===== config.mk =====
export PLATFORM = sky130hd
export DESIGN_NAME = contour_blob_tracker_top
export DESIGN_NICKNAME = d
export VERILOG_FILES = /design/src/cbt_pkg.sv /design/src/contour_blob_tracker_top.sv
export SDC_FILE = /design/constraint.sdc
export NUM_CORES = 1
export LEC_CHECK = 0
export BUFFER_PORTS_ARGS = -buffer_cell sky130_fd_sc_hd__buf_4
export CORE_AREA = 3 3 286 288
export DETAILED_ROUTE_END_ITERATION = 7
export DIE_AREA = 0 0 289 291
export GPL_TIMING_DRIVEN = 0
export PLACE_DENSITY_LB_ADDON = 0.05
export SETUP_SLACK_MARGIN = 0.5
export SLEW_MARGIN = 20
export SYNTH_ARGS = -nofsm -noshare
export SYNTH_HDL_FRONTEND = slang
export SYNTH_SLANG_ARGS = --single-unit

===== constraint.sdc =====
create_clock -name clk_i -period 10.6 [get_ports clk_i]
set_input_delay 1.59 -clock clk_i [delete_from_list [all_inputs] [get_ports clk_i]]
set_output_delay 1.59 -clock clk_i [all_outputs]
set_load 0.01 [all_outputs]

===== src/cbt_pkg.sv =====
// ----------------------------------------------------------------------------
// cbt_pkg
// Shared types and constants for the contour blob tracker.
// ----------------------------------------------------------------------------
package cbt_pkg;

  // default coordinate width in bits
  localparam int unsigned CoordBitsDef = 12;

  // frame dimension registers
  localparam int unsigned DimBits = 13;
  localparam logic [DimBits-1:0] FrameWidthRst  = 13'd640;
  localparam logic [DimBits-1:0] FrameHeightRst = 13'd480;

  // configuration register index
  localparam int unsigned CfgIdxBits = 8;
  localparam logic [CfgIdxBits-1:0] CfgFrameWidth  = 8'd0;
  localparam logic [CfgIdxBits-1:0] CfgFrameHeight = 8'd1;

  // what a point word means
  typedef enum logic [1:0] {
    CMD_POINT       = 2'd0,
    CMD_END_CONTOUR = 2'd1,
    CMD_END_FRAME   = 2'd2,
    CMD_FRAME_ONLY  = 2'd3
  } cmd_e;

endpackage


===== src/contour_blob_tracker_top.sv =====
// ----------------------------------------------------------------------------
// contour_blob_tracker_top
// Bounding box per contour, nearest contour to the tracked blob per frame.
// A frame-end word shows its result after passing the input register, the
// score register and then the output register.
// Throughput: one word per cycle; words stall only behind a frame result
// that meets a full, untaken output register.
// Reset: tracked blob at the frame middle, frame 640 x 480, pipeline empty.
// ----------------------------------------------------------------------------
module contour_blob_tracker_top #(
  parameter int unsigned COORD_BITS = cbt_pkg::CoordBitsDef
) (
  input  logic                            clk_i,
  input  logic                            rst_ni,

  // configuration write
  input  logic                            cfg_valid_i,
  output logic                            cfg_ready_o,
  input  logic [cbt_pkg::CfgIdxBits-1:0]  cfg_index_i,
  input  logic [cbt_pkg::DimBits-1:0]     cfg_data_i,

  // point words
  input  logic                            s_axis_tvalid,
  output logic                            s_axis_tready,
  // point_x, point_y
  input  logic [((2*COORD_BITS+7)/8)*8-1:0] s_axis_tdata,
  // cmd
  input  logic [1:0]                      s_axis_tuser,

  // frame results
  output logic                            m_axis_tvalid,
  input  logic                            m_axis_tready,
  // center_x, center_y, radius, zero padding
  output logic [((3*COORD_BITS+6)/8)*8-1:0] m_axis_tdata,
  // found
  output logic                            m_axis_tuser
);
  import cbt_pkg::*;

  localparam int unsigned CB      = COORD_BITS;
  localparam int unsigned RB      = COORD_BITS - 1;
  localparam int unsigned SB      = COORD_BITS + 2;
  localparam int unsigned OutW    = ((3*COORD_BITS+6)/8)*8;
  localparam int unsigned OutPad  = OutW - (3*COORD_BITS-1);
  localparam logic [31:0] CoordMax = (32'd1 << COORD_BITS) - 32'd1;
  localparam logic [DimBits-1:0] RstDimMax =
      (FrameWidthRst > FrameHeightRst) ? FrameWidthRst : FrameHeightRst;

  // ---------------------------------------------------------------- config
  logic [DimBits-1:0] frame_width_q, frame_height_q;
  logic [CB-1:0]      tracked_x_q, tracked_y_q, tracked_radius_q;
  logic [CB-1:0]      tracked_x_d, tracked_y_d, tracked_radius_d;
  logic               cfg_fire;
  logic [DimBits-1:0] cfg_w, cfg_h, cfg_max;

  assign cfg_ready_o = 1'b1;
  assign cfg_fire    = cfg_valid_i && cfg_ready_o;

  always_comb begin
    cfg_w   = (cfg_index_i == CfgFrameWidth)  ? cfg_data_i : frame_width_q;
    cfg_h   = (cfg_index_i == CfgFrameHeight) ? cfg_data_i : frame_height_q;
    cfg_max = (cfg_w > cfg_h) ? cfg_w : cfg_h;
  end

  // ---------------------------------------------------------- input stage
  logic               p0_valid_q;
  cmd_e               p0_cmd_q;
  logic [CB-1:0]      p0_x_q, p0_y_q;
  logic               p0_ready, a_go;

  // --------------------------------------------------------- box stage
  logic               box_empty_q;
  logic [CB-1:0]      box_min_x_q, box_max_x_q, box_min_y_q, box_max_y_q;
  logic [CB-1:0]      nb_min_x, nb_max_x, nb_min_y, nb_max_y;
  logic               p0_has_point;

  logic               p1_valid_q, p1_end_q, p1_frame_q;
  logic [CB-1:0]      p1_min_x_q, p1_max_x_q, p1_min_y_q, p1_max_y_q;
  logic               p1_ready, b_go, out_free;

  assign p0_has_point = (p0_cmd_q != CMD_FRAME_ONLY);

  always_comb begin
    if (box_empty_q) begin
      nb_min_x = p0_x_q;
      nb_max_x = p0_x_q;
      nb_min_y = p0_y_q;
      nb_max_y = p0_y_q;
    end else begin
      nb_min_x = (p0_x_q < box_min_x_q) ? p0_x_q : box_min_x_q;
      nb_max_x = (p0_x_q > box_max_x_q) ? p0_x_q : box_max_x_q;
      nb_min_y = (p0_y_q < box_min_y_q) ? p0_y_q : box_min_y_q;
      nb_max_y = (p0_y_q > box_max_y_q) ? p0_y_q : box_max_y_q;
    end
  end

  // --------------------------------------------------------- score stage
  logic [CB-1:0] ex, ey, ext, cx, cy;
  logic [RB-1:0] r;
  logic [CB-1:0] dx, dy, dr;
  logic [SB-1:0] score;
  logic          take;
  logic          win_have;
  logic [CB-1:0] win_x, win_y;
  logic [RB-1:0] win_r;

  logic [SB-1:0] best_score_q;
  logic [CB-1:0] best_x_q, best_y_q;
  logic [RB-1:0] best_radius_q;
  logic          have_best_q;

  always_comb begin
    ex    = p1_max_x_q - p1_min_x_q;
    ey    = p1_max_y_q - p1_min_y_q;
    ext   = (ex > ey) ? ex : ey;
    cx    = p1_max_x_q - {1'b0, ex[CB-1:1]};
    cy    = p1_max_y_q - {1'b0, ey[CB-1:1]};
    r     = ext[CB-1:1];
    dx    = (tracked_x_q > cx) ? (tracked_x_q - cx) : (cx - tracked_x_q);
    dy    = (tracked_y_q > cy) ? (tracked_y_q - cy) : (cy - tracked_y_q);
    dr    = (tracked_radius_q > {1'b0, r}) ? (tracked_radius_q - {1'b0, r})
                                           : ({1'b0, r} - tracked_radius_q);
    score = {2'b00, dx} + {2'b00, dy} + {2'b00, dr};
    // earlier contour wins a tie
    take  = p1_end_q && (!have_best_q || (score < best_score_q));
    win_have = have_best_q || p1_end_q;
    if (take) begin
      win_x = cx;
      win_y = cy;
      win_r = r;
    end else if (have_best_q) begin
      win_x = best_x_q;
      win_y = best_y_q;
      win_r = best_radius_q;
    end else begin
      win_x = '0;
      win_y = '0;
      win_r = '0;
    end
  end

  // ------------------------------------------------------------ handshake
  assign out_free      = !m_axis_tvalid || m_axis_tready;
  assign b_go          = p1_valid_q && (!p1_frame_q || out_free);
  assign p1_ready      = !p1_valid_q || b_go;
  assign a_go          = p0_valid_q && p1_ready;
  assign p0_ready      = !p0_valid_q || a_go;
  assign s_axis_tready = p0_ready;

  // tracked blob: config reload, or the frame winner
  always_comb begin
    tracked_x_d      = tracked_x_q;
    tracked_y_d      = tracked_y_q;
    tracked_radius_d = tracked_radius_q;
    if (cfg_fire &&
        (cfg_index_i == CfgFrameWidth || cfg_index_i == CfgFrameHeight)) begin
      if (cfg_index_i == CfgFrameWidth) begin
        tracked_x_d = CB'(cfg_data_i >> 1);
      end else begin
        tracked_y_d = CB'(cfg_data_i >> 1);
      end
      tracked_radius_d = (32'(cfg_max) > CoordMax) ? '1 : CB'(cfg_max);
    end else if (b_go && p1_frame_q) begin
      tracked_x_d      = win_x;
      tracked_y_d      = win_y;
      tracked_radius_d = (win_r == '0) ? CB'(1) : {1'b0, win_r};
    end
  end

  // -------------------------------------------------------- control regs
  always_ff @(posedge clk_i or negedge rst_ni) begin
    if (!rst_ni) begin
      frame_width_q    <= FrameWidthRst;
      frame_height_q   <= FrameHeightRst;
      tracked_x_q      <= CB'(FrameWidthRst >> 1);
      tracked_y_q      <= CB'(FrameHeightRst >> 1);
      tracked_radius_q <= (32'(RstDimMax) > CoordMax) ? '1 : CB'(RstDimMax);
      p0_valid_q       <= 1'b0;
      box_empty_q      <= 1'b1;
      p1_valid_q       <= 1'b0;
      have_best_q      <= 1'b0;
      best_score_q     <= '0;
      best_x_q         <= '0;
      best_y_q         <= '0;
      best_radius_q    <= '0;
      m_axis_tvalid    <= 1'b0;
    end else begin
      tracked_x_q      <= tracked_x_d;
      tracked_y_q      <= tracked_y_d;
      tracked_radius_q <= tracked_radius_d;
      if (cfg_fire && cfg_index_i == CfgFrameWidth) begin
        frame_width_q <= cfg_data_i;
      end
      if (cfg_fire && cfg_index_i == CfgFrameHeight) begin
        frame_height_q <= cfg_data_i;
      end

      if (s_axis_tvalid && s_axis_tready) begin
        p0_valid_q <= 1'b1;
      end else if (a_go) begin
        p0_valid_q <= 1'b0;
      end

      if (a_go) begin
        // any word but a plain point closes the box
        box_empty_q <= (p0_cmd_q != CMD_POINT);
        p1_valid_q  <= (p0_cmd_q != CMD_POINT);
      end else if (b_go) begin
        p1_valid_q  <= 1'b0;
      end

      if (b_go) begin
        if (p1_frame_q) begin
          have_best_q   <= 1'b0;
          best_score_q  <= '0;
          best_x_q      <= '0;
          best_y_q      <= '0;
          best_radius_q <= '0;
        end else if (take) begin
          have_best_q   <= 1'b1;
          best_score_q  <= score;
          best_x_q      <= cx;
          best_y_q      <= cy;
          best_radius_q <= r;
        end
      end

      if (b_go && p1_frame_q) begin
        m_axis_tvalid <= 1'b1;
      end else if (m_axis_tready) begin
        m_axis_tvalid <= 1'b0;
      end
    end
  end

  // -------------------------------------------------------- payload regs
  always_ff @(posedge clk_i) begin
    if (s_axis_tvalid && s_axis_tready) begin
      p0_cmd_q <= cmd_e'(s_axis_tuser);
      p0_x_q   <= s_axis_tdata[CB-1:0];
      p0_y_q   <= s_axis_tdata[2*CB-1:CB];
    end
    if (a_go && p0_has_point) begin
      box_min_x_q <= nb_min_x;
      box_max_x_q <= nb_max_x;
      box_min_y_q <= nb_min_y;
      box_max_y_q <= nb_max_y;
    end
    if (a_go) begin
      p1_end_q   <= (p0_cmd_q == CMD_END_CONTOUR) || (p0_cmd_q == CMD_END_FRAME);
      p1_frame_q <= (p0_cmd_q == CMD_END_FRAME) || (p0_cmd_q == CMD_FRAME_ONLY);
      p1_min_x_q <= nb_min_x;
      p1_max_x_q <= nb_max_x;
      p1_min_y_q <= nb_min_y;
      p1_max_y_q <= nb_max_y;
    end
    if (b_go && p1_frame_q) begin
      m_axis_tdata <= {{OutPad{1'b0}}, win_r, win_y, win_x};
      m_axis_tuser <= win_have;
    end
  end

  // ----------------------------------------------------------- assertions
  // an empty frame reports an all-zero blob
  assert property (@(posedge clk_i) disable iff (!rst_ni)
    m_axis_tvalid && !m_axis_tuser |-> m_axis_tdata == '0)
    else $error("empty frame result carries a nonzero blob");

  // the score stage only ever holds a contour end or a frame end
  assert property (@(posedge clk_i) disable iff (!rst_ni)
    p1_valid_q && !p1_frame_q |-> p1_end_q)
    else $error("score stage holds a word with no work");

  // a plain point always leaves an open box behind
  assert property (@(posedge clk_i) disable iff (!rst_ni)
    a_go && p0_cmd_q == CMD_POINT |=> !box_empty_q)
    else $error("box empty after a plain point");

  // a contour end always leaves a candidate in the best registers
  assert property (@(posedge clk_i) disable iff (!rst_ni)
    b_go && p1_end_q && !p1_frame_q |=> have_best_q)
    else $error("contour end left no best candidate");

endmodule

[Word level (Yosys, flattened, before mapping)]
Index checks and enable logic that the tools add are counted.
Storage, ports and cells
  bits in registers: 276
  input bits: 52
  output and inout port bits: 44
  word-level logic and storage cells: 140
Operators by class
  $add $sub $neg: 12
  order comparisons: 11
  equality and inequality tests: 7
  muxes and demuxes: 47
  reduce and logical (&&, ||, !) cells: 34
Operators by type and width (number)
  $mux W12: 29
  $sub A12 B12 Y12: 6
  $gt A12 B12 Y1: 5
  $mux W11: 5
  $mux W13: 3
  $sub A12 B11 Y12: 3
  $mux W14: 2
  $lt A12 B12 Y1: 2
  $add A13 B12 Y14: 1
  $lt A14 B14 Y1: 1
  $add A12 B12 Y13: 1
  $gt A13 B12 Y1 const B: 1
  $gt A13 B13 Y1: 1
  $gt A12 B11 Y1: 1
  $reduce_bool A2 Y1: 6
  $sub A11 B12 Y12: 1
  $logic_not A11 Y1: 1
  $logic_and A1 B1 Y1: 9
  $logic_or A1 B1 Y1: 9
  $eq A8 B1 Y1 const B: 1
  $logic_not A8 Y1: 1
  $mux W1: 8
  $ne A2 B2 Y1 const B: 3
  $reduce_and A2 Y1: 3
  3 further kinds: 8

[Longest topological paths before layout]
Gate-level depths: netlist of the first run.
  word-level depth: 14
  gate-level depth with buffers: 60
  mapped depth without buffers: 57

[Worst setup path after synthesis of the first run]
No wires, ideal clock.
  kind: reg-to-reg
  from: register p1_max_y_q[0]
  to: register best_score_q[0]
  library setup time: 0.083 ns
  arrival: 9.881 ns
  required time: 10.517 ns
  path slack: 0.636 ns
  stages on the path, launching flop included: 59
  buffers on the path: 4
  clock period less this slack: 9.964 ns
  cell sequence: edfxtp_1 inv_1 ha_1 inv_1 fa_1 a21oi_1 o21ai_0 a21oi_1 o21bai_1 a21oi_1 xnor2_1 inv_1 ha_1 nand4_1 nor3_1 o21bai_1 maj3_1 o21ai_2 (+23 left out) a21boi_0 o21ai_0 nand2_1 a21oi_1 o21ai_0 xor2_1 ha_1 nand2_1 nor2_1 o211ai_1 o21ai_0 clkbuf_1 inv_1 o211ai_1 clkbuf_1 buf_1 nand2_1 o21ai_0
On the way
  longest elaborated chain between the ends: 11
  elaborated cells on any way between the ends: 21
  those cells by class: add/sub (8); order compare (4); mux (5); reduce/logical (4)
RTL lines
  start, declared: line contour_blob_tracker_top.sv:78  | logic [CB-1:0] p1_min_x_q, p1_max_x_q, p1_min_y_q, p1_max_y_q;
  start signal, assigned: line contour_blob_tracker_top.sv:255  | p1_max_y_q <= nb_max_y;
  $sub A12 B12 Y12: line contour_blob_tracker_top.sv:114  | ey = p1_max_y_q - p1_min_y_q;
  $sub A12 B11 Y12 / $gt A12 B12 Y1 (equally long branches): line contour_blob_tracker_top.sv:117, contour_blob_tracker_top.sv:115
  $sub A12 B12 Y12, or another cell as far along: line contour_blob_tracker_top.sv:120  | dy = (tracked_y_q > cy) ? (tracked_y_q - cy) : (cy - tracked_y_q);
  $mux W12, or another cell as far along: line contour_blob_tracker_top.sv:120
  $add A12 B12 Y13 / $mux W12 (equally long branches): line contour_blob_tracker_top.sv:123, contour_blob_tracker_top.sv:121
  $add A13 B12 Y14 *: line contour_blob_tracker_top.sv:123  | score = {2'b00, dx} + {2'b00, dy} + {2'b00, dr};
  $lt A14 B14 Y1: line contour_blob_tracker_top.sv:125  | take = p1_end_q && (!have_best_q || (score < best_score_q));
  $logic_or A1 B1 Y1: line contour_blob_tracker_top.sv:125
  $logic_and A1 B1 Y1: line contour_blob_tracker_top.sv:125
  $reduce_bool A2 Y1 (no line)
  $reduce_and A2 Y1 (no line)
  end signal, assigned: line contour_blob_tracker_top.sv:221  | best_score_q <= score;
  end, declared: line contour_blob_tracker_top.sv:107  | logic [SB-1:0] best_score_q;
Mark *: on every way between the ends. The rest lies on a longest branch, timed or not. The select of a mux whose other input is x is not followed.
A chain may end at the register's enable or synchronous reset.

[Worst setup path after layout of the first run]
  from: register p1_max_y_q[0]
  to: register tracked_y_q[11]
On the way
  longest elaborated chain between the ends: 12
  elaborated cells on any way between the ends: 20
  those cells by class: add/sub (8); order compare (4); mux (6); reduce/logical (2)
RTL lines
  $sub A12 B12 Y12: line contour_blob_tracker_top.sv:114
  $sub A12 B11 Y12 / $gt A12 B12 Y1 (equally long branches): line contour_blob_tracker_top.sv:117, contour_blob_tracker_top.sv:115
  $sub A12 B12 Y12, or another cell as far along: line contour_blob_tracker_top.sv:120
  $mux W12, or another cell as far along: line contour_blob_tracker_top.sv:120
  $add A12 B12 Y13 / $mux W12 (equally long branches): line contour_blob_tracker_top.sv:123, contour_blob_tracker_top.sv:121
  $add A13 B12 Y14: line contour_blob_tracker_top.sv:123
  $lt A14 B14 Y1: line contour_blob_tracker_top.sv:125
  $logic_or A1 B1 Y1: line contour_blob_tracker_top.sv:125
  $logic_and A1 B1 Y1: line contour_blob_tracker_top.sv:125
  $mux W12 *: line contour_blob_tracker_top.sv:127  | if (take) begin
  named net win_y[11]: line contour_blob_tracker_top.sv:104  | logic [CB-1:0] win_x, win_y;
  $mux W12 *: line contour_blob_tracker_top.sv:163  | end else if (b_go && p1_frame_q) begin
  $mux W12 *: line contour_blob_tracker_top.sv:155  | if (cfg_fire &&
  end signal, assigned: line contour_blob_tracker_top.sv:176  | tracked_y_q <= CB'(FrameHeightRst >> 1);
  end signal, assigned: line contour_blob_tracker_top.sv:189  | tracked_y_q <= tracked_y_d;
  end, declared: line contour_blob_tracker_top.sv:51  | logic [CB-1:0] tracked_x_q, tracked_y_q, tracked_radius_q;
The timed path passes the listed nets; every way through them passes the cells marked *. The select of a mux whose other input is x is not followed.

==> flow_summary_export.csv, run 1 <==
group,metric,value,unit
worst_setup_path,crit_start,"p1_max_y_q[0]",
floorplan,die_h,291,um
outcome,status,"finished clean",
cells_and_area,final_area,0.0260,mm2
sta,tightest_slew,1140,ps
grt,grt_usage,0.162,
yosys,synthFlopType,"edfxtp_1",
clocking,htreeDepth,2,
yosys,synth_top_area_frac,0.243,
sta,finalSetupTns,0,ps
worst_setup_path,end_kind,"flip-flop",
worst_setup_path,path_class,"reg -> reg",
worst_setup_path,cp-start-kind,"flip-flop",
cells_and_area,fin_cells,3393,
clocking,insertion_delay,590,ps
sta,clock_skew,51.0,ps
floorplan,die-area,0.0841,mm2
hold_path,hold_path.class,"reg -> reg",
route,drtIter0Drc,970,
sta,period_minus_slack,10250,ps
route,firstDrtPassIters,5,
route,drc,0,
sta,max-slew-margin-rel,0.241,
yosys,synth_edf_count,160,
placed_design,gp_congestion,0.829,
cells_and_area,fin_nets,2589,
clocking,cts-hold-fix-buffers,0,
clocking,cts.clk_slew.worst_paths,60,ps
sta,finalSetupViolations,0,
yosys,yosysWarningCount,0,
worst_setup_path,cp.required,11050,ps
grt,grt_pass1_vias,16600,
route,viasPerCell,4.75,
cells_and_area,drive_above_1_share,0.265,
yosys,synth_seq_cells,276,
yosys,yosysSeqAreaShare,0.391,
route,ant_nets,0,
cells_and_area,syn2layout_area_growth,31.2,%
cells_and_area,fin_util,0.328,
floorplan,placementRows,103,
hold_path,worstHoldStart,"best_y_q[7]",
worst_setup_path,rrSetupSlack,350,ps
sta,clock.fmax,97.5,MHz
floorplan,initial_core_util,0.250,
placed_design,hpwl,52500,um
cells_and_area,fillers,8210,
floorplan,die_w,289,um
worst_setup_path,worstRegToRegCells,57,
clocking,numCtsBuffers,40,
route,wl_per_cell,20.4,um
worst_setup_path,worstPathArrival,10700,ps
hold_path,hold_end,"best_y_q[7]",
clocking,clock_sinks,276,
floorplan,pin_count,96,
sta,finalCritPeriodShare,0.967,
yosys,synthDistinctLibCells,79,
worst_setup_path,r2r-end,"tracked_y_q[11]",
sta,rsz0062_at_grt,"true",
worst_setup_path,cpPeakStageDelay,530,ps
placed_design,port_buffers,89,
worst_setup_path,crit_slowest_cell,"fa_1",
grt,grt_overflow,0,
clocking,cts_buffer_depth,3,
route,num_vias,16100,
yosys,netlist_instances,2053,
sta,slew_viol_final,0,
floorplan,core-area,0.0791,mm2
grt,antenna_found_initial,1,
clocking,cts_tree,"built",
route,wirelength,69300,um
placed_design,placed_cell_area,0.0219,mm2
worst_setup_path,worstPathMaxFanout,9,
placed_design,dp.cells,3201,
run,cap_violations,0,
sta,finalHoldViolCount,0,
yosys,synthArstFlopShare,0.420,
yosys,ys_top_cells_by_area,"edfxtp_1, ha_1, dfrtp_1, inv_1, o21ai_0",
yosys,synth_area,0.0198,mm2
worst_setup_path,crit-reg2reg-launch,"p1_max_y_q[0]",
yosys,postSynthAreaPerCell,9.64,um2
grt,grt_pass1_wl,103000,um
clocking,clock-root-buffer,"clkbuf_16",
hold_path,whs_path_depth,2,
grt,grt_max_degree,63,
yosys,synth_top_cell_by_area,"edfxtp_1",
## layout make-up
type                       instances  area, um2  area share
multi-input combinational       1464      12300       0.474
sequential                       276       7730       0.298
timing repair buffer             212       1870      0.0721
tap                             1050       1310      0.0506
clock buffer                      48       1040      0.0401
inverter                         228        866      0.0334
buffer                            88        683      0.0263
clock inverter                    26        163     0.00627
antenna                            1       2.50   0.0000964
## what timing repair did
action	4_1_cts	5_1_grt
gates cloned	3	5
pin swaps	69	116
buffers inserted	74	36
endpoints found under the setup margin	120	120
resized for setup	241	260
## cells in the final DEF, fill, tap and decap left out, drive strengths merged, types with 58 or more instances in the layout
cell type and count:
a21o 73, a21oi 126, buf 235, clkbuf 113, dfrtp 101, edfxtp 160, ha 204, inv 230
mux2 58, mux2i 64, nand2 200, nand3 66, nor2 63, o21ai 164
## synth_stat cells (19+ instances only)
cell      count
edfxtp_1    160
nand2b_1     24
xor2_1       30
o21ai_0     156
nor2b_1      30
nand2_1     200
a31oi_1      28
o21bai_1     19
a21o_1       73
xnor2_1      44
dfrtp_1     101
mux2i_1      63
nor2_1       63
mux2_2       58
a21oi_1     123
nand3_1      66
nand4_1      20
fa_1         23
clkbuf_1     73
inv_1       226
nor3_1       25
ha_1        204
## cells by family after synthesis
| group | count (synthesis) | share of synthesized area |
|---|---|---|
| compound gates | 526 | 0.171 |
| simple gates | 506 | 0.124 |
| buf+inv | 317 | 0.0619 |
| flops | 276 | 0.391 |
| fa+ha+maj | 229 | 0.153 |
| mux | 122 | 0.0656 |
| xor+xnor | 75 | 0.0336 |
| other cells | 2 | 0.000380 |
## through the flow
| stage | setup WS, ps | hold slack (ps) |
|---|---|---|
| final | 345 | 480 |
| after global routing | -210 | 510 |
| after CTS | 331 | 483 |
| after detailed placement | -3360 | 471 |
| after global placement | -3300 | 462 |
| after floorplan | 636 | 450 |
## critical path: cells and delay by family, from the launching register on
family / cells / cell delay, ps
xor gates and xnor gates: 3 / 470
muxes: 3 / 820
DFF: 1 / 370
adders and majority gates: 9 / 2630
buffers and inverters: 8 / 790
and+or+nand+nor: 10 / 1400
AOI/OAI and AO/OA: 24 / 3630
## state kept, by name, summed over array words and instances, names as in the netlist, 13 cells and up
register	count
best_score_q	14
frame_height_q	13
m_axis_tdata	35
frame_width_q	13
## how the worst max path moves through the flow
stage	endpoint	slack [ps]	cells after the start
after detailed placement	best_score_q[2]	-3360	52
final	tracked_y_q[11]	350	57
after CTS	tracked_y_q[11]	330	57
after global routing	tracked_y_q[11]	-210	57
after floorplan	best_score_q[0]	640	58
after global placement	best_x_q[6]	-3300	52
## routing by layer
layer / share of wire / GRT usage / up-vias
li1: - / - / 7826
met1: 0.45 / 0.209 / 7938
met2: 0.49 / 0.282 / 267
met3: 0.027 / 0.0176 / 86
met4: 0.031 / 0.0505 / 0
met5: 0 / 0 / -
Power of run 1 is not shown: default switching activity piles up to over one toggle a cycle in this logic, so the estimate is an artifact.
==> inputs of run 2 (changes only) <==
- clock period: 10.6 -> 12.5 ns (I/O delays scaled with it)
==> run 2 against run 1 <==
  * Sequential share of layout area up 3.1 points
  * Clock skew barely moved
  * Die area unchanged
  * Largest cell class unchanged
  * Worst setup slack improved by 990 ps
==> flow_summary_export.csv, run 2 (synthesized netlist as in run 1, its figures left out) <==
group,metric,value,unit
grt,antenna_found_initial,1,
worst_setup_path,cpPeakStageDelay,550,ps
sta,hold_slack,479,ps
worst_setup_path,cp.required,12950,ps
cells_and_area,syn2layout_area_growth,18.8,%
sta,tightest_slew,939,ps
clocking,htreeDepth,2,
cells_and_area,final_cell_mix,"inv_1, ha_1, nand2_1",
floorplan,core-area,0.0791,mm2
route,ant_nets,0,
sta,max-slew-margin-rel,0.374,
sta,clock.fmax,89.6,MHz
cells_and_area,largest_reg_flops,35,
clocking,cts-hold-fix-buffers,0,
sta,fin_ws,1340,ps
worst_setup_path,worstPathMaxFanout,10,
floorplan,pin_count,96,
floorplan,initial_core_util,0.250,
floorplan,die_w,289,um
worst_setup_path,cp_common_cell,"ha_1",
worst_setup_path,cp_num_buf_inv,6,
worst_setup_path,end_kind,"flip-flop",
worst_setup_path,cp-start-kind,"flip-flop",
floorplan,die_h,291,um
clocking,insertion_delay,590,ps
hold_path,whs_path_depth,2,
clocking,cts.clk_slew.worst_paths,60,ps
worst_setup_path,path_class,"reg -> reg",
grt,grt_pass1_wl,100000,um
placed_design,hpwl,52500,um
worst_setup_path,worstPathArrival,11610,ps
grt,grt_usage,0.158,
outcome,status,"finished clean",
worst_setup_path,crit_slowest_cell,"fa_1",
worst_setup_path,critical-path-top-delay-family,"compound AO/OA/AOI/OAI gates",
clocking,clock_sinks,276,
sta,finalHoldViolCount,0,
cells_and_area,final_area,0.0235,mm2
floorplan,die-area,0.0841,mm2
grt,grt_max_degree,63,
sta,rsz0062_at_grt,"false",
worst_setup_path,path_depth,54,
cells_and_area,multiInputGateArea,0.0111,mm2
clocking,cts_buffer_depth,3,
cells_and_area,fin_nets,2483,
hold_path,hold_path.class,"reg -> reg",
placed_design,port_buffers,89,
run,cap_violations,0,
route,wl_per_cell,20.2,um
cells_and_area,final_common_cell,"inv_1",
clocking,cts_tree,"built",
placed_design,gp_congestion,0.829,
route,drtIter0Drc,936,
cells_and_area,seq_area,0.00773,mm2
cells_and_area,top_regs,"m_axis_tdata (35), best_score_q (14)",
sta,clock_skew,50.7,ps
floorplan,placementRows,103,
worst_setup_path,worstRegToRegCells,54,
placed_design,post-place-ws,-1460,ps
sta,finalSetupViolations,0,
cells_and_area,fillers,8389,
cells_and_area,top_register,"m_axis_tdata",
cells_and_area,drive_above_1_share,0.144,
route,num_vias,15500,
clocking,clock-root-buffer,"clkbuf_16",
clocking,numCtsBuffers,40,
route,viasPerCell,4.73,
grt,grt_pass1_vias,16100,
grt,grt_overflow,0,
cells_and_area,antenna_cells,0,
placed_design,placed_cell_area,0.0219,mm2
route,drc,0,
sta,slew_viol_final,0,
route,firstDrtPassIters,5,
sta,finalCritPeriodShare,0.893,
route,wirelength,66400,um
sta,period_minus_slack,11160,ps
[run 2: worst paths after layout]
check                              start  slack (ps)                  end
min reg2reg                  best_x_q[5]         480          best_x_q[5]
min in group asynchronous         rst_ni        1190     frame_width_q[0]
max reg2reg                p1_max_x_q[7]        1340      tracked_y_q[11]
max                        p1_max_x_q[7]        1340      tracked_y_q[11]
max in group asynchronous         rst_ni       10550  tracked_radius_q[9]
min                          best_x_q[5]         480          best_x_q[5]
[run 2: routing by layer]
metal	vias to the layer above	part of all wire	track usage
met5	-	0	0
met4	0	0.031	0.0503
met3	87	0.033	0.0193
met2	282	0.48	0.272
met1	7553	0.45	0.206
li1	7613	-	-
[run 2: per-stage QoR]
stage               std cells  utilization  setup TNS [ps]
finish                   3286        0.297               0
global route             3286        0.297               0
CTS                      3280        0.294               0
detailed placement       3201        0.277          -63040
global placement         3196        0.275          -62650
floorplan                2057            -               0
[run 2: timing repair]
item / 4_1_cts / 5_1_grt
setup buffers: 5 / 6
pin swaps: 1 / 6
gates resized for setup: 35 / 63
hold endpoints to repair: 0 / 0
endpoints found under the setup margin: 120 / 120
cloned: 0 / 0
[run 2: cell type report]
type                       instances  area share
clock buffer                      48      0.0443
multi-input combinational       1464       0.473
buffer                            89      0.0173
clock inverter                    26     0.00692
tap                             1050      0.0559
inverter                         228      0.0365
timing repair buffer             105      0.0378
sequential                       276       0.329
[run 2: worst min-delay path, stage by stage, from the launching register on]
cell and delay, ps:
dfrtp_1 340, nand2_1 50, o21ai_0 60
Power of run 2 is left out for the same reason.
==> inputs of run 3 (changes only) <==
- CORE_AREA: 3 3 286 288 -> 3 3 214 216
- DIE_AREA: 0 0 289 291 -> 0 0 217 219
==> run 3 against run 2 <==
  * Final area fell by 3.3%
  * First-iteration DRC count down 3.0%
  * Register-to-register slack got worse by 140 ps
  * Maximum frequency is 1.2% lower
  * Count of clock-buffer cells in the layout increased by 1
  * Flip-flop and latch count stayed put
  * Cell count down 14%
  * Non-clock buffer count down 6
  * Worst setup slack worse by 140 ps
  * Critical path depth up 3
  * Sequential share of layout area is 1.1 points higher
  * Wire length fell by 15%
  * Critical path type unchanged
==> flow_summary_export.csv, run 3 (synthesized netlist as in run 1, its figures left out) <==
group,metric,value,unit
worst_setup_path,end_kind,"flip-flop",
route,drc,0,
sta,finalSetupViolations,0,
grt,antenna_found_initial,0,
clocking,clock-root-buffer,"clkbuf_16",
grt,busiest_layer,"met2",
clocking,cts-hold-fix-buffers,0,
worst_setup_path,cp.required,12970,ps
grt,grt_usage,0.239,
floorplan,initial_core_util,0.448,
cells_and_area,fin_cells,2811,
cells_and_area,drive_above_1_share,0.134,
placed_design,hpwl,44500,um
floorplan,pin_count,96,
sta,fin_ws,1200,ps
worst_setup_path,cp-start-kind,"flip-flop",
placed_design,post-place-ws,-716,ps
clocking,numCtsBuffers,35,
sta,finalCritPeriodShare,0.904,
placed_design,port_buffers,89,
sta,period_minus_slack,11300,ps
floorplan,placementRows,77,
run,cap_violations,0,
clocking,cts.clk_slew.worst_paths,60,ps
floorplan,die-area,0.0475,mm2
sta,tightest_slew,1060,ps
floorplan,die_h,219,um
worst_setup_path,worstPathMaxFanout,10,
sta,clock.fmax,88.5,MHz
sta,slew_viol_final,0,
grt,grt_util_met2,0.419,
route,viasPerCell,5.54,
route,num_vias,15600,
sta,max-slew-margin-rel,0.291,
cells_and_area,syn2layout_area_growth,14.9,%
worst_setup_path,cpPeakStageDelay,560,ps
sta,rsz0062_at_grt,"true",
clocking,insertion_delay,560,ps
clocking,cts_buffer_depth,3,
grt,met1_usage,0.306,
sta,clock_skew,15.5,ps
route,wirelength,56700,um
worst_setup_path,cp_common_cell,"a21oi_1",
floorplan,die_w,217,um
cells_and_area,largest_reg_flops,35,
cells_and_area,fin_nets,2472,
clocking,clock_sinks,276,
clocking,cts_tree,"built",
cells_and_area,top_register,"m_axis_tdata",
grt,grt_pass1_wl,87800,um
grt,grt_pass1_vias,15400,
floorplan,core-area,0.0441,mm2
route,drtIter0Drc,908,
route,ant_nets,0,
cells_and_area,final_common_cell,"inv_1",
grt,grt_overflow,0,
route,firstDrtPassIters,5,
grt,use_met3,0.0303,
clocking,htreeDepth,2,
cells_and_area,final_cell_mix,"inv_1, ha_1, nand2_1",
cells_and_area,fillers,4192,
cells_and_area,antenna_cells,0,
route,wl_per_cell,20.2,um
sta,finalHoldViolCount,0,
worst_setup_path,path_class,"reg -> reg",
placed_design,gp_congestion,0.908,
worst_setup_path,crit_slowest_cell,"xnor2_1",
hold_path,hold_path.class,"reg -> reg",
worst_setup_path,worstPathArrival,11770,ps
placed_design,dp.cells,2742,
cells_and_area,top_regs,"m_axis_tdata (35), best_score_q (14)",
outcome,status,"finished clean",
grt,grt_max_degree,77,
## run 3: area by class of cell
cell class	count	area [um2]	share of cell area
clock inverters	14	190	0.00837
flip-flops and latches	276	7730	0.340
well taps	592	741	0.0326
multi-input cells	1464	11000	0.483
repair buffers	99	816	0.0359
plain buffers	89	402	0.0177
clock buffers	49	1010	0.0445
inverters	228	856	0.0376
## run 3: through the flow
stage	instance area, um2	utilization	setup TNS (ps)	hold WS (ps)
6_report	22700	0.515	0	481
4_1_cts	22600	0.512	0	484
5_1_grt	22700	0.515	0	501
3_3_place_gp	21200	0.481	-9290	462
2_1_floorplan	19800	-	0	450
3_5_place_dp	21300	0.483	-9560	471
## run 3: what timing repair did
item,in CTS,in global routing
pin swaps,1,9
endpoints found under the setup margin,100,120
setup buffers,3,3
gates resized for setup,9,68
## run 3: critical path, delay by kind of cell, from the launching register on
| family | cells | cell delay, ps |
|---|---|---|
| AND/OR/NAND/NOR | 13 | 1740 |
| XOR/XNOR | 3 | 880 |
| multiplexers | 2 | 580 |
| buffers and inverters | 5 | 770 |
| AO/OA/AOI/OAI | 26 | 4060 |
| flip-flops | 1 | 480 |
| adder cells (fa/ha/maj) | 8 | 2670 |
## run 3: path summary, 6_finish.rpt
check | from | end | slack, ps | cells past startpoint
max | p1_max_x_q[1] | tracked_radius_q[0] | 1200 | 57
min | best_score_q[0] | best_score_q[0] | 480 | 2
max reg2reg | p1_max_x_q[1] | tracked_radius_q[0] | 1200 | 57
min reg2reg | best_score_q[0] | best_score_q[0] | 480 | 2
max in group asynchronous | rst_ni | box_empty_q | 10520 | 2
min in group asynchronous | rst_ni | frame_width_q[8] | 1210 | 1
## run 3: per-layer routing
| layer | vias to the layer above | wire (um) |
|---|---|---|
| met5 | - | 0 |
| met3 | 101 | 2260 |
| met4 | 0 | 1840 |
| met1 | 7565 | 25000 |
| met2 | 338 | 27600 |
| li1 | 7570 | - |
Power of run 3 is left out for the same reason.
